==> src/rtl/sfd_pkg.sv <==
`default_nettype none
// ----------------------------------------------------------------------------
// sfd_pkg
// Shared types, register codes and defaults of the stereo feedback delay.
// ----------------------------------------------------------------------------
package sfd_pkg;

	localparam int MAX_DELAY_DEF   = 32768;
	localparam int SAMPLE_BITS_DEF = 16;

	localparam int GAIN_W     = 16;
	localparam int CFG_W      = 16;
	localparam int REG_ADDR_W = 3;
	localparam int Q_SHIFT    = 15;

	localparam logic [REG_ADDR_W-1:0] REG_DRY_GAIN  = 3'd0;
	localparam logic [REG_ADDR_W-1:0] REG_WET_GAIN  = 3'd1;
	localparam logic [REG_ADDR_W-1:0] REG_LEFT_FB   = 3'd2;
	localparam logic [REG_ADDR_W-1:0] REG_RIGHT_FB  = 3'd3;
	localparam logic [REG_ADDR_W-1:0] REG_LEFT_LEN  = 3'd4;
	localparam logic [REG_ADDR_W-1:0] REG_RIGHT_LEN = 3'd5;

	localparam logic signed [GAIN_W-1:0] DRY_GAIN_RST = 16'sh7FFF;
	localparam logic signed [GAIN_W-1:0] GAIN_ZERO    = 16'sh0000;

	typedef struct packed {
		logic accept;   // request taken into stage 1
		logic adv_s1;   // stage 1 moves to stage 2 and writes the line
		logic len_wr;   // length register of this lane written
	} lane_ctrl_t;

endpackage
`default_nettype wire

==> src/rtl/sfd_cfg.sv <==
`default_nettype none
// ----------------------------------------------------------------------------
// sfd_cfg
// Configuration register file: gains and clamped delay lengths.
// ----------------------------------------------------------------------------
module sfd_cfg import sfd_pkg::*; #(
	parameter int MAX_DELAY = MAX_DELAY_DEF,
	parameter int LEN_W     = 16
) (
	input  wire logic                     clk,
	input  wire logic                     arst_n,
	input  wire logic                     cfg_valid,
	input  wire logic [REG_ADDR_W-1:0]    cfg_addr,
	input  wire logic [CFG_W-1:0]         cfg_data,
	output logic signed [GAIN_W-1:0]      dry_gain,
	output logic signed [GAIN_W-1:0]      wet_gain,
	output logic signed [GAIN_W-1:0]      left_fb,
	output logic signed [GAIN_W-1:0]      right_fb,
	output logic [LEN_W-1:0]              left_len,
	output logic [LEN_W-1:0]              right_len,
	output logic [LEN_W-1:0]              len_wdata,
	output logic                          left_len_wr,
	output logic                          right_len_wr
);

	localparam int CW = (LEN_W > CFG_W) ? LEN_W : CFG_W;
	localparam logic [CW-1:0] LEN_MAX = CW'(MAX_DELAY);
	localparam logic [CW-1:0] LEN_MIN = CW'(1);

	logic [CW-1:0] len_raw;
	logic [CW-1:0] len_clamped;

	// zero means one, anything above the line size means the full line
	always_comb begin
		len_raw = CW'(cfg_data);
		if (len_raw < LEN_MIN) begin
			len_clamped = LEN_MIN;
		end else if (len_raw > LEN_MAX) begin
			len_clamped = LEN_MAX;
		end else begin
			len_clamped = len_raw;
		end
	end

	assign len_wdata    = len_clamped[LEN_W-1:0];
	assign left_len_wr  = cfg_valid && (cfg_addr == REG_LEFT_LEN);
	assign right_len_wr = cfg_valid && (cfg_addr == REG_RIGHT_LEN);

	always_ff @(posedge clk or negedge arst_n) begin
		if (!arst_n) begin
			dry_gain  <= DRY_GAIN_RST;
			wet_gain  <= GAIN_ZERO;
			left_fb   <= GAIN_ZERO;
			right_fb  <= GAIN_ZERO;
			left_len  <= LEN_W'(1);
			right_len <= LEN_W'(1);
		end else if (cfg_valid) begin
			case (cfg_addr)
				REG_DRY_GAIN:  dry_gain  <= $signed(cfg_data);
				REG_WET_GAIN:  wet_gain  <= $signed(cfg_data);
				REG_LEFT_FB:   left_fb   <= $signed(cfg_data);
				REG_RIGHT_FB:  right_fb  <= $signed(cfg_data);
				REG_LEFT_LEN:  left_len  <= len_wdata;
				REG_RIGHT_LEN: right_len <= len_wdata;
				default: ;
			endcase
		end
	end

endmodule
`default_nettype wire

==> config.mk <==
export PLATFORM = sky130hd
export DESIGN_NAME = sfd_cfg
export DESIGN_NICKNAME = d
export VERILOG_FILES = /design/src/rtl/sfd_pkg.sv /design/src/rtl/sfd_cfg.sv
export SDC_FILE = /design/constraint.sdc
export NUM_CORES = 1
export LEC_CHECK = 0
export ABC_AREA = 1
export ABC_CLOCK_PERIOD_IN_PS = 1450
export BUFFER_PORTS_ARGS = -buffer_cell sky130_fd_sc_hd__buf_2
export CAP_MARGIN = 15
export CORE_MARGIN = 1
export CORE_UTILIZATION = 53
export DETAILED_ROUTE_END_ITERATION = 10
export PLACE_DENSITY = 0.95
export SYNTH_ARGS = -nofsm -noshare
export SYNTH_HDL_FRONTEND = slang
export SYNTH_SLANG_ARGS = --single-unit
==> constraint.sdc <==
create_clock -name clk -period 1.45 [get_ports clk]
set_input_delay 0.0725 -clock clk [delete_from_list [all_inputs] [get_ports clk]]
set_output_delay 0.0725 -clock clk [all_outputs]
set_load 0.1 [all_outputs]
# After elaboration in Yosys (flattened, before gate mapping)
# Cells that the tools add are included.
# Widths: inputs -> output; s select.
[classes] magnitude_cmp=2 n_eq_ne=5 muxes=2 reduce_logical=9
[op_table] op="$mux 16" n=2
[op_table] op="$gt 16x16->1 const B" n=1
[op_table] op="$lt 16x1->1 const B" n=1
[op_table] op="$reduce_and 2->1" n=6
[op_table] op="$eq 3x2->1 const B" n=2
[op_table] op="$eq 3x3->1 const B" n=2
[op_table] op="$eq 3x1->1 const B" n=1
[op_table] op="$logic_not 3->1" n=1
[op_table] op="$logic_and 1x1->1" n=2
[word_totals] register_bits=96 in_bits=22 output_inout_bits=114 elab_cells=24

# Depth between registers and ports, before layout
# Gate-level depths: netlist of run 1.
[depth] ltp_word=3 depth_mapped=10 depth_no_buf=10

# Worst setup path before layout of run 1
# Ideal clock, no wire load.
[synth_path] kind="input port to flip-flop" from="input cfg_data[14]" to="register left_len[14]" setup_ps=84 arrival_time_ps=1721 required_time_ps=1366 slack_ps=-355 path_stages=4 path_buffers=0 cell_sequence="inv_1 > nor2_1 > inv_1 > o21ai_0"
[synth_between] elab_chain_cells=3 word_cells_on_any_way=4 cone_classes="order compare (2); mux (2)"
[synth_lines] item="from (decl)" line="sfd_cfg.sv:14" rtl="input wire logic [CFG_W-1:0] cfg_data,"
[synth_lines] item="$gt 16x16->1" line="sfd_cfg.sv:38" rtl="end else if (len_raw > LEN_MAX) begin"
[synth_lines] item="$mux 16" line="sfd_cfg.sv:38"
[synth_lines] item="$mux 16 *" line="sfd_cfg.sv:36" rtl="if (len_raw < LEN_MIN) begin"
[synth_lines] item="net len_wdata[14]" line="sfd_cfg.sv:21" rtl="output logic [LEN_W-1:0] len_wdata,"
[synth_lines] item="to (signal assigned)" line="sfd_cfg.sv:63" rtl="REG_LEFT_LEN: left_len <= len_wdata;"
[synth_lines] item="to (decl)" line="sfd_cfg.sv:19" rtl="output logic [LEN_W-1:0] left_len,"
# The timed path passes the listed nets; every way through them passes the cells marked *.
# A chain may end at the register's enable or synchronous reset.

# Worst setup path after layout of run 1
[layout_path] from="register dry_gain[8]" to="output dry_gain[8]"
[layout_rtl] item="from (decl)" line="sfd_cfg.sv:15" rtl="output logic signed [GAIN_W-1:0] dry_gain,"
[layout_rtl] item="from (signal assigned)" line="sfd_cfg.sv:59" rtl="REG_DRY_GAIN: dry_gain <= $signed(cfg_data);"
# No word-level cell between the ends.

==> metrics.txt, run 1 <==
# TYPE chip_impl_metric gauge
chip_impl_info{name="termination_of_the_worst_setup_path",value="dry_gain[8]"} 1
chip_impl_info{name="holdCritPathClass",value="primary input to flip-flop"} 1
chip_impl_info{name="yosysTopAreaCell",value="dfrtp_1"} 1
chip_impl_metric{name="ys_seq_elements",unit=""} 96
chip_impl_metric{name="ctsLongestPathBuffers",unit=""} 2
chip_impl_metric{name="r2r_cells",unit=""} 2
chip_impl_metric{name="routed_wl",unit="um"} 10300
chip_impl_metric{name="hold_viol_final",unit=""} 0
chip_impl_metric{name="detailedPlace.worstSlack",unit="ns"} -0.0248
chip_impl_metric{name="met1Wirelength",unit="um"} 4050
chip_impl_metric{name="worstPathMaxFanout",unit=""} 2
chip_impl_metric{name="layout.nets",unit=""} 559
chip_impl_metric{name="cts.clk_slew.worst_paths",unit="ns"} 0.10
chip_impl_metric{name="ys_seq_area_frac",unit=""} 0.633
chip_impl_info{name="cp_max_delay_cell",value="dfstp_2"} 1
chip_impl_info{name="worst_setup_path_startpoint",value="dry_gain[8]$_DFFE_PN1P_"} 1
chip_impl_metric{name="placement.io_buffers",unit=""} 135
chip_impl_metric{name="timing.fmax",unit="GHz"} 0.714
chip_impl_metric{name="viasPerCell",unit=""} 5.15
chip_impl_metric{name="max-vdd-ir-drop",unit="uV"} 1510
chip_impl_info{name="postSynth.topFlopCell",value="dfrtp_1"} 1
chip_impl_info{name="worstReg2RegStart",value="dry_gain[9]$_DFFE_PN1P_"} 1
chip_impl_info{name="biggest_area_contributors_in_the_synthesized_netlist",value="dfrtp_1 52%, dfstp_2 12%, nand2_1 11%"} 1
chip_impl_info{name="synth.cells.most_frequent",value="115 x nand2_1, 79 x dfrtp_1, 74 x o21ai_0"} 1
chip_impl_metric{name="met3RoutedLength",unit="um"} 596
chip_impl_metric{name="post_synth_num_cell_types",unit=""} 17
chip_impl_metric{name="dp_hpwl",unit="um"} 7130
chip_impl_info{name="clock_tree_from_tritoncts",value="done"} 1
chip_impl_metric{name="synth_warnings",unit=""} 0
chip_impl_info{name="cp-end-kind",value="output pin"} 1
chip_impl_metric{name="finalWeightedCongestion",unit=""} 0.767
chip_impl_metric{name="initial_cell_density_of_the_core",unit=""} 0.557
chip_impl_info{name="critical-path-top-delay-family",value="flip-flops"} 1
chip_impl_metric{name="grt.total_usage",unit=""} 0.284
chip_impl_info{name="r2r_end",value="dry_gain[9]$_DFFE_PN1P_"} 1
chip_impl_metric{name="synth-edff-count",unit=""} 0
chip_impl_metric{name="critical_path_buf_inv_count",unit=""} 1
chip_impl_metric{name="async_sr_flop_fraction",unit=""} 1.00
chip_impl_metric{name="wl_per_cell",unit="um"} 16.2
chip_impl_metric{name="finalInstanceArea",unit="um2"} 5190
chip_impl_metric{name="post_synthesis_instance_area",unit="um2"} 3830
chip_impl_metric{name="die_boundary_height",unit="um"} 87.0
chip_impl_metric{name="num_rows",unit=""} 30
chip_impl_metric{name="layout.core_utilization",unit=""} 0.756
chip_impl_metric{name="antenna_cells",unit=""} 0
chip_impl_metric{name="boundaryPins",unit=""} 136
chip_impl_metric{name="number_of_buffers_inserted_during_clock_tree_synthesis",unit=""} 9
chip_impl_metric{name="cts_num_sinks",unit=""} 96
chip_impl_metric{name="route.detailed.drc",unit=""} 0
chip_impl_metric{name="post_cts.repair.setup_buffers",unit=""} 0
chip_impl_metric{name="drv.max_cap_violation_count",unit=""} 0
chip_impl_metric{name="place.detailed.instances",unit=""} 615
chip_impl_metric{name="timing_max_transition_violations_final",unit=""} 0
chip_impl_metric{name="worst_ep_required_time",unit="ns"} 1.38
chip_impl_metric{name="drt_iter0_drc",unit=""} 175
chip_impl_info{name="yosysMostFrequentCell",value="nand2_1"} 1
chip_impl_metric{name="post-route-period-util",unit=""} 0.966
chip_impl_metric{name="wire_length_of_the_first_global_routing_pass",unit="um"} 16000
chip_impl_metric{name="synthCells",unit=""} 390
chip_impl_metric{name="worst_path_largest_cell_delay",unit="ns"} 0.55
chip_impl_metric{name="detailroute.via_count",unit=""} 3287
chip_impl_metric{name="power-per-cell-area",unit="nW/um2"} 1950
chip_impl_info{name="outcome",value="finished clean"} 1
chip_impl_metric{name="ctsHtreeMaxLevel",unit=""} 3
chip_impl_metric{name="syn_to_final_growth",unit="%"} 35.7
chip_impl_info{name="worstSetupStartpointType",value="flip-flop"} 1
chip_impl_info{name="dr.max_layer_used",value="met4"} 1
chip_impl_metric{name="worst-endpoint-arrival",unit="ns"} 1.33
chip_impl_metric{name="sum_of_internal_switching_and_leakage_power",unit="mW"} 10.2
chip_impl_metric{name="floorplan.die_area",unit="um2"} 7570
chip_impl_metric{name="period_needed",unit="ns"} 1.40
chip_impl_metric{name="synthDominantCellAreaShare",unit=""} 0.516
chip_impl_metric{name="postPlaceCellArea",unit="um2"} 4900
chip_impl_info{name="clock_tree_root_driver_cell",value="clkbuf_8"} 1
chip_impl_metric{name="drive_above_1_share",unit=""} 0.421
chip_impl_metric{name="antenna_found_initial",unit=""} 0
chip_impl_metric{name="synth_nets",unit=""} 412
chip_impl_metric{name="postRouteAntennaNets",unit=""} 0
chip_impl_info{name="crit_path_cell_trace",value="buf_2"} 1
chip_impl_metric{name="syn_area_cell",unit="um2"} 9.82
chip_impl_metric{name="gr-total-overflow",unit=""} 0
chip_impl_metric{name="final_critical_path_setup_slack",unit="ns"} 0.0496
chip_impl_metric{name="dr_wl_met2",unit="um"} 5420
chip_impl_info{name="worst-setup-path-type",value="flip-flop to output pin"} 1
chip_impl_metric{name="grt_max_degree",unit=""} 97
chip_impl_metric{name="timing.clock.skew",unit="ns"} 0
chip_impl_metric{name="die_w",unit="um"} 87.0
chip_impl_metric{name="r2r_setup_slack",unit="ns"} 0.64
chip_impl_metric{name="transition_time_of_the_tightest_slew_check_pin",unit="ns"} 0.523
chip_impl_metric{name="worst_slew_margin_rel",unit=""} 0.651
chip_impl_metric{name="grt_pass1_vias",unit=""} 3212
chip_impl_metric{name="final_std_cells_w_o_fill",unit=""} 638
chip_impl_metric{name="setup_viol",unit=""} 0
chip_impl_metric{name="latest_clock_arrival_within_the_worst_skew_pair",unit="ns"} 0.35
chip_impl_metric{name="power.static_leakage",unit="nW"} 2.82
chip_impl_metric{name="drtPass1Iterations",unit=""} 4
chip_impl_metric{name="critical_path_cell_count",unit=""} 1
chip_impl_metric{name="number_of_fill_cells",unit=""} 476
chip_impl_metric{name="core_region_area",unit="um2"} 6870
## worst min-delay path by stage
stage	startpoint	to	slack, ns	depth (start not counted)
2_1_floorplan	arst_n	dry_gain[15]$_DFFE_PN0P_	-0.22	0
3_3_place_gp	arst_n	right_len[13]$_DFFE_PN0P_	0.15	2
3_5_place_dp	arst_n	left_len[13]$_DFFE_PN0P_	0.16	2
4_1_cts	cfg_data[12]	left_len[12]$_DFFE_PN0P_	0.005	3
5_1_grt	cfg_data[12]	left_len[12]$_DFFE_PN0P_	0.02	3
6_report	cfg_data[2]	dry_gain[2]$_DFFE_PN1P_	0.03	3
## layer usage
layer | vias to the layer above | global-route usage
li1 | 1530 | -
met4 | 0 | 0.111
met3 | 19 | 0.0597
met5 | - | 0
met2 | 130 | 0.497
met1 | 1608 | 0.342
## kinds of logic (layout without fill, tap and decap cells)
group	count (synthesis)	count (layout)	synth area share
AOI/OAI and AO/OA	94	94	0.142
buffers and inverters	56	208	0.0611
DFF	96	96	0.633
and+or+nand+nor	144	144	0.163
## layout make-up
| cell class | instances | area [um2] | area share |
|---|---|---|---|
| timing repair buffer | 156 | 1130 | 0.218 |
| sequential | 96 | 2420 | 0.467 |
| clock buffer | 10 | 138 | 0.0265 |
| multi-input combinational | 238 | 1200 | 0.231 |
| clock inverter | 6 | 42.5 | 0.00819 |
| tap | 96 | 120 | 0.0231 |
| inverter | 36 | 135 | 0.0260 |
## sequential cells by signal, indices dropped and copies added, names as in the netlist
register and count:
dry_gain 16, left_fb 16, left_len 16, right_fb 16, right_len 16, wet_gain 16
## placed cells by master, fill, tap and decap left out, types with 2 or more instances in the layout
| master | netlist | layout |
|---|---|---|
| o21ai_2 | 20 | 20 |
| inv_1 | 35 | 31 |
| inv_2 | 1 | 5 |
| dfstp_2 | 17 | 17 |
| nand2_2 | 1 | 2 |
| clkinvlp_4 | 0 | 2 |
| nor2_2 | 1 | 6 |
| buf_12 | 1 | 18 |
| nor2_1 | 14 | 8 |
| buf_2 | 0 | 118 |
| nand3_1 | 2 | 2 |
| dfrtp_1 | 79 | 79 |
| buf_4 | 0 | 13 |
| dlygate4sd3_1 | 0 | 6 |
| nand2_4 | 10 | 11 |
| o21ai_0 | 74 | 74 |
| clkinv_2 | 0 | 2 |
| nand2_1 | 115 | 113 |
| clkbuf_8 | 0 | 10 |
## what timing repair did
| action | in CTS | in global routing |
|---|---|---|
| cloned | 0 | 1 |
| gates resized for setup | 1 | 11 |
| hold buffers | 6 | 0 |
| pin swaps | 0 | 4 |
| hold endpoints to repair | 88 | 0 |
| endpoints found under the setup margin | 9 | 9 |
## stage by stage
stage          setup TNS (ns)  hold WS, ns
5_1_grt               -0.0392       0.0197
4_1_cts                     0      0.00468
2_1_floorplan               0       -0.223
3_5_place_dp          -0.0633        0.162
3_3_place_gp                0        0.152
6_report                    0       0.0306
## power breakdown
part | leakage, nW | internal [mW] | switching, mW
clock | 0.0887 | 0.674 | 0.938
sequential | 1.19 | 3.20 | 0.264
combinational | 1.55 | 0.693 | 4.38
total | 2.82 | 4.57 | 5.58
(Power assumes the default switching activity.)
==> run 2: changes to the inputs <==
--- a/config.mk
+++ b/config.mk
@@ -5,12 +5,11 @@
 export SDC_FILE = /design/constraint.sdc
 export NUM_CORES = 1
 export LEC_CHECK = 0
-export ABC_AREA = 1
 export ABC_CLOCK_PERIOD_IN_PS = 1450
 export BUFFER_PORTS_ARGS = -buffer_cell sky130_fd_sc_hd__buf_2
 export CAP_MARGIN = 15
-export CORE_MARGIN = 1
-export CORE_UTILIZATION = 53
+export CORE_MARGIN = 4
+export CORE_UTILIZATION = 54
 export DETAILED_ROUTE_END_ITERATION = 10
 export PLACE_DENSITY = 0.95
 export SYNTH_ARGS = -nofsm -noshare
==> run 2 against run 1 <==
- final area increased by 6.0%
- flip-flop and latch count unchanged
- fmax decreased by 1.5%
- critical path type is now primary input to output pin
- sequential power increased by 4%
- largest power group unchanged
- via count decreased by 13%
- sequential share of layout area decreased by 2.7 points
- critical endpoint is now len_wdata[2]
- clock-buffer cell count increased by 1
- area after synthesis increased by 4.2%
- clock skew unchanged
- core utilization increased by 0.73 points
==> metrics.txt, run 2 <==
# TYPE chip_impl_metric gauge
chip_impl_info{name="outcome",value="finished clean"} 1
chip_impl_metric{name="worst-endpoint-arrival",unit="ns"} 1.35
chip_impl_metric{name="synthDominantCellAreaShare",unit=""} 0.496
chip_impl_metric{name="route.detailed.drc",unit=""} 0
chip_impl_info{name="path_common_cell",value="buf_12"} 1
chip_impl_metric{name="cts_num_sinks",unit=""} 96
chip_impl_metric{name="die_w",unit="um"} 93.9
chip_impl_metric{name="share_seq_of_total_power",unit=""} 0.316
chip_impl_metric{name="max-vdd-ir-drop",unit="uV"} 1330
chip_impl_metric{name="sum_of_internal_switching_and_leakage_power",unit="mW"} 11.4
chip_impl_metric{name="die_boundary_height",unit="um"} 93.9
chip_impl_metric{name="grt_max_degree",unit=""} 97
chip_impl_metric{name="critical_path_buf_inv_count",unit=""} 4
chip_impl_metric{name="post-route-period-util",unit=""} 0.980
chip_impl_info{name="synth.cells.most_frequent",value="79 x dfrtp_1, 53 x mux2_2, 22 x a21oi_1, 22 x mux2i_1, 17 x dfstp_2"} 1
chip_impl_metric{name="place.detailed.instances",unit=""} 523
chip_impl_metric{name="number_of_buffers_inserted_during_clock_tree_synthesis",unit=""} 9
chip_impl_metric{name="power.combinational.fraction",unit=""} 0.533
chip_impl_metric{name="ctsLongestPathBuffers",unit=""} 2
chip_impl_info{name="clock_tree_from_tritoncts",value="done"} 1
chip_impl_info{name="final_cell_mix",value="117 x buf_2, 79 x dfrtp_1, 53 x mux2_2, 26 x buf_4"} 1
chip_impl_metric{name="drive_above_1_share",unit=""} 0.633
chip_impl_info{name="yosysMostFrequentCell",value="dfrtp_1"} 1
chip_impl_metric{name="power.static_leakage",unit="nW"} 2.79
chip_impl_info{name="grt_setup_unrepaired",value="true"} 1
chip_impl_metric{name="final_std_cells_w_o_fill",unit=""} 541
chip_impl_metric{name="power-per-cell-area",unit="nW/um2"} 2070
chip_impl_metric{name="ctsHtreeMaxLevel",unit=""} 3
chip_impl_metric{name="antenna_cells",unit=""} 0
chip_impl_metric{name="detailroute.via_count",unit=""} 2874
chip_impl_metric{name="post_synthesis_instance_area",unit="um2"} 3990
chip_impl_metric{name="timing.clock.skew",unit="ns"} 0
chip_impl_metric{name="transition_time_of_the_tightest_slew_check_pin",unit="ns"} 0.497
chip_impl_metric{name="detailedPlace.worstSlack",unit="ns"} -0.0201
chip_impl_info{name="cp_max_delay_cell",value="nor4_4"} 1
chip_impl_metric{name="worst_slew_margin_rel",unit=""} 0.669
chip_impl_metric{name="post_synth_num_cell_types",unit=""} 27
chip_impl_metric{name="setup_viol",unit=""} 0
chip_impl_metric{name="final.setup.tns",unit="ns"} 0
chip_impl_metric{name="syn_to_final_growth",unit="%"} 38.1
chip_impl_metric{name="worstPathMaxFanout",unit=""} 13
chip_impl_metric{name="grt_pass1_vias",unit=""} 3060
chip_impl_metric{name="layout.core_utilization",unit=""} 0.763
chip_impl_metric{name="worst_ep_required_time",unit="ns"} 1.38
chip_impl_metric{name="num_rows",unit=""} 31
chip_impl_metric{name="timing.fmax",unit="GHz"} 0.704
chip_impl_metric{name="worst_path_largest_cell_delay",unit="ns"} 0.30
chip_impl_metric{name="initial_cell_density_of_the_core",unit=""} 0.553
chip_impl_info{name="critical-path-top-delay-family",value="buffers and inverters"} 1
chip_impl_info{name="yosysTopAreaCell",value="dfrtp_1"} 1
chip_impl_info{name="worstSetupStartpointType",value="primary input"} 1
chip_impl_metric{name="viasPerCell",unit=""} 5.31
chip_impl_metric{name="latest_clock_arrival_within_the_worst_skew_pair",unit="ns"} 0.34
chip_impl_metric{name="gr-total-overflow",unit=""} 0
chip_impl_metric{name="syn_area_cell",unit="um2"} 14.3
chip_impl_metric{name="ys_seq_elements",unit=""} 96
chip_impl_metric{name="hold_viol_final",unit=""} 0
chip_impl_metric{name="power_switching",unit="mW"} 6.28
chip_impl_metric{name="synth-edff-count",unit=""} 0
chip_impl_metric{name="period_needed",unit="ns"} 1.42
chip_impl_metric{name="timing_max_transition_violations_final",unit=""} 0
chip_impl_metric{name="ys_seq_area_frac",unit=""} 0.608
chip_impl_metric{name="routed_wl",unit="um"} 10100
chip_impl_info{name="mostFrequentLayoutCell",value="buf_2"} 1
chip_impl_metric{name="drv.max_cap_violation_count",unit=""} 0
chip_impl_metric{name="dp_hpwl",unit="um"} 7570
chip_impl_info{name="cp-end-kind",value="output pin"} 1
chip_impl_metric{name="drt_iter0_drc",unit=""} 101
chip_impl_metric{name="core_region_area",unit="um2"} 7210
chip_impl_metric{name="postRouteAntennaNets",unit=""} 0
chip_impl_info{name="clock_tree_root_driver_cell",value="clkbuf_8"} 1
chip_impl_metric{name="cts.clk_slew.worst_paths",unit="ns"} 0.10
chip_impl_metric{name="synth_nets",unit=""} 300
chip_impl_metric{name="placement.io_buffers",unit=""} 135
chip_impl_info{name="holdCritPathClass",value="primary input to flip-flop"} 1
chip_impl_metric{name="async_sr_flop_fraction",unit=""} 1.00
chip_impl_metric{name="synthCells",unit=""} 278
chip_impl_metric{name="wire_length_of_the_first_global_routing_pass",unit="um"} 16000
chip_impl_metric{name="grt.total_usage",unit=""} 0.238
chip_impl_metric{name="final_critical_path_setup_slack",unit="ns"} 0.0287
chip_impl_metric{name="wl_per_cell",unit="um"} 18.7
chip_impl_info{name="crit_path_cell_trace",value="buf_2, nor4_4, buf_4, a41oi_4, buf_12, nor2b_2, buf_12"} 1
chip_impl_metric{name="power.share.clock",unit=""} 0.151
chip_impl_metric{name="finalWeightedCongestion",unit=""} 0.776
chip_impl_metric{name="cell_internal_pwr",unit="mW"} 5.14
chip_impl_metric{name="power_switching_share",unit=""} 0.550
chip_impl_metric{name="layout.nets",unit=""} 459
chip_impl_metric{name="antenna_found_initial",unit=""} 0
chip_impl_metric{name="synth_warnings",unit=""} 0
chip_impl_info{name="worst-setup-path-type",value="primary input to output pin"} 1
chip_impl_info{name="postSynth.topFlopCell",value="dfrtp_1"} 1
chip_impl_info{name="biggest_area_contributors_in_the_synthesized_netlist",value="dfrtp_1 50%, mux2_2 15%, dfstp_2 11%"} 1
chip_impl_metric{name="floorplan.die_area",unit="um2"} 8820
chip_impl_metric{name="drtPass1Iterations",unit=""} 4
chip_impl_metric{name="boundaryPins",unit=""} 136
[run 2: cell families (layout without fill, tap and decap cells)]
group                  after synthesis  after routing  share of synthesized area
multiplexers                        85             85                      0.243
AO/OA/AOI/OAI                       35             35                     0.0489
AND/OR/NAND/NOR                     37             37                     0.0643
flip-flops                          96             96                      0.608
buffers and inverters               25            189                     0.0364
[run 2: path summary, 6_finish.rpt]
| path | start | end | slack (ns) | cells after the start |
|---|---|---|---|---|
| setup reg to reg | wet_gain[5]$_DFFE_PN0P_ | wet_gain[5]$_DFFE_PN0P_ | 0.66 | 1 |
| setup / recovery | cfg_data[8] | len_wdata[2] | 0.03 | 7 |
| hold / removal | cfg_data[4] | right_fb[4]$_DFFE_PN0P_ | 0.03 | 2 |
| hold reg to reg | left_len[0]$_DFFE_PN1P_ | left_len[0]$_DFFE_PN1P_ | 0.48 | 2 |
| max in group asynchronous | arst_n | dry_gain[3]$_DFFE_PN1P_ | 0.73 | 3 |
| min in group asynchronous | arst_n | right_len[5]$_DFFE_PN0P_ | 0.29 | 3 |
[run 2: cell type report]
| type | count | area (um2) |
|---|---|---|
| flip-flops and latches | 96 | 2420 |
| fillers | 465 | 1710 |
| multi-input cells | 157 | 1500 |
| repair buffers | 167 | 1240 |
| clock buffers | 11 | 141 |
| well taps | 99 | 124 |
| clock inverters | 5 | 56.3 |
| inverters | 6 | 22.5 |
[run 2: metal layers]
layer  wire (um)  vias up  part of all wire  global-route usage
li1            -     1299                 -                   -
met1        4180     1456              0.41               0.303
met2        5050      101              0.50               0.399
met3         645       18             0.064              0.0497
met4         241        0             0.024              0.0927
met5           0        -                 0                   0
[run 2: through the flow]
step | instance area [um2] | hold slack [ns]
2_1_floorplan | 4030 | -0.223
3_3_place_gp | 5280 | 0.152
3_5_place_dp | 5280 | 0.162
4_1_cts | 5500 | 0.0190
5_1_grt | 5510 | 0.0385
6_report | 5510 | 0.0302
[run 2: power by group through the flow]
stage          registers [mW]  clock network, mW  logic [mW]
6_report                 3.61               1.73        6.08
5_1_grt                  3.67               1.86        6.23
4_1_cts                  3.61               1.76        6.11
3_5_place_dp             3.65                  0        6.10
3_3_place_gp             3.62                  0        6.02
2_1_floorplan            7.80                  0       0.841
[run 2: what timing repair did]
item	in CTS	in global routing
endpoints found under the setup margin	10	4
setup buffers	0	0
endpoints found under the hold margin	81	0
gates resized for setup	1	1
hold buffers	2	0
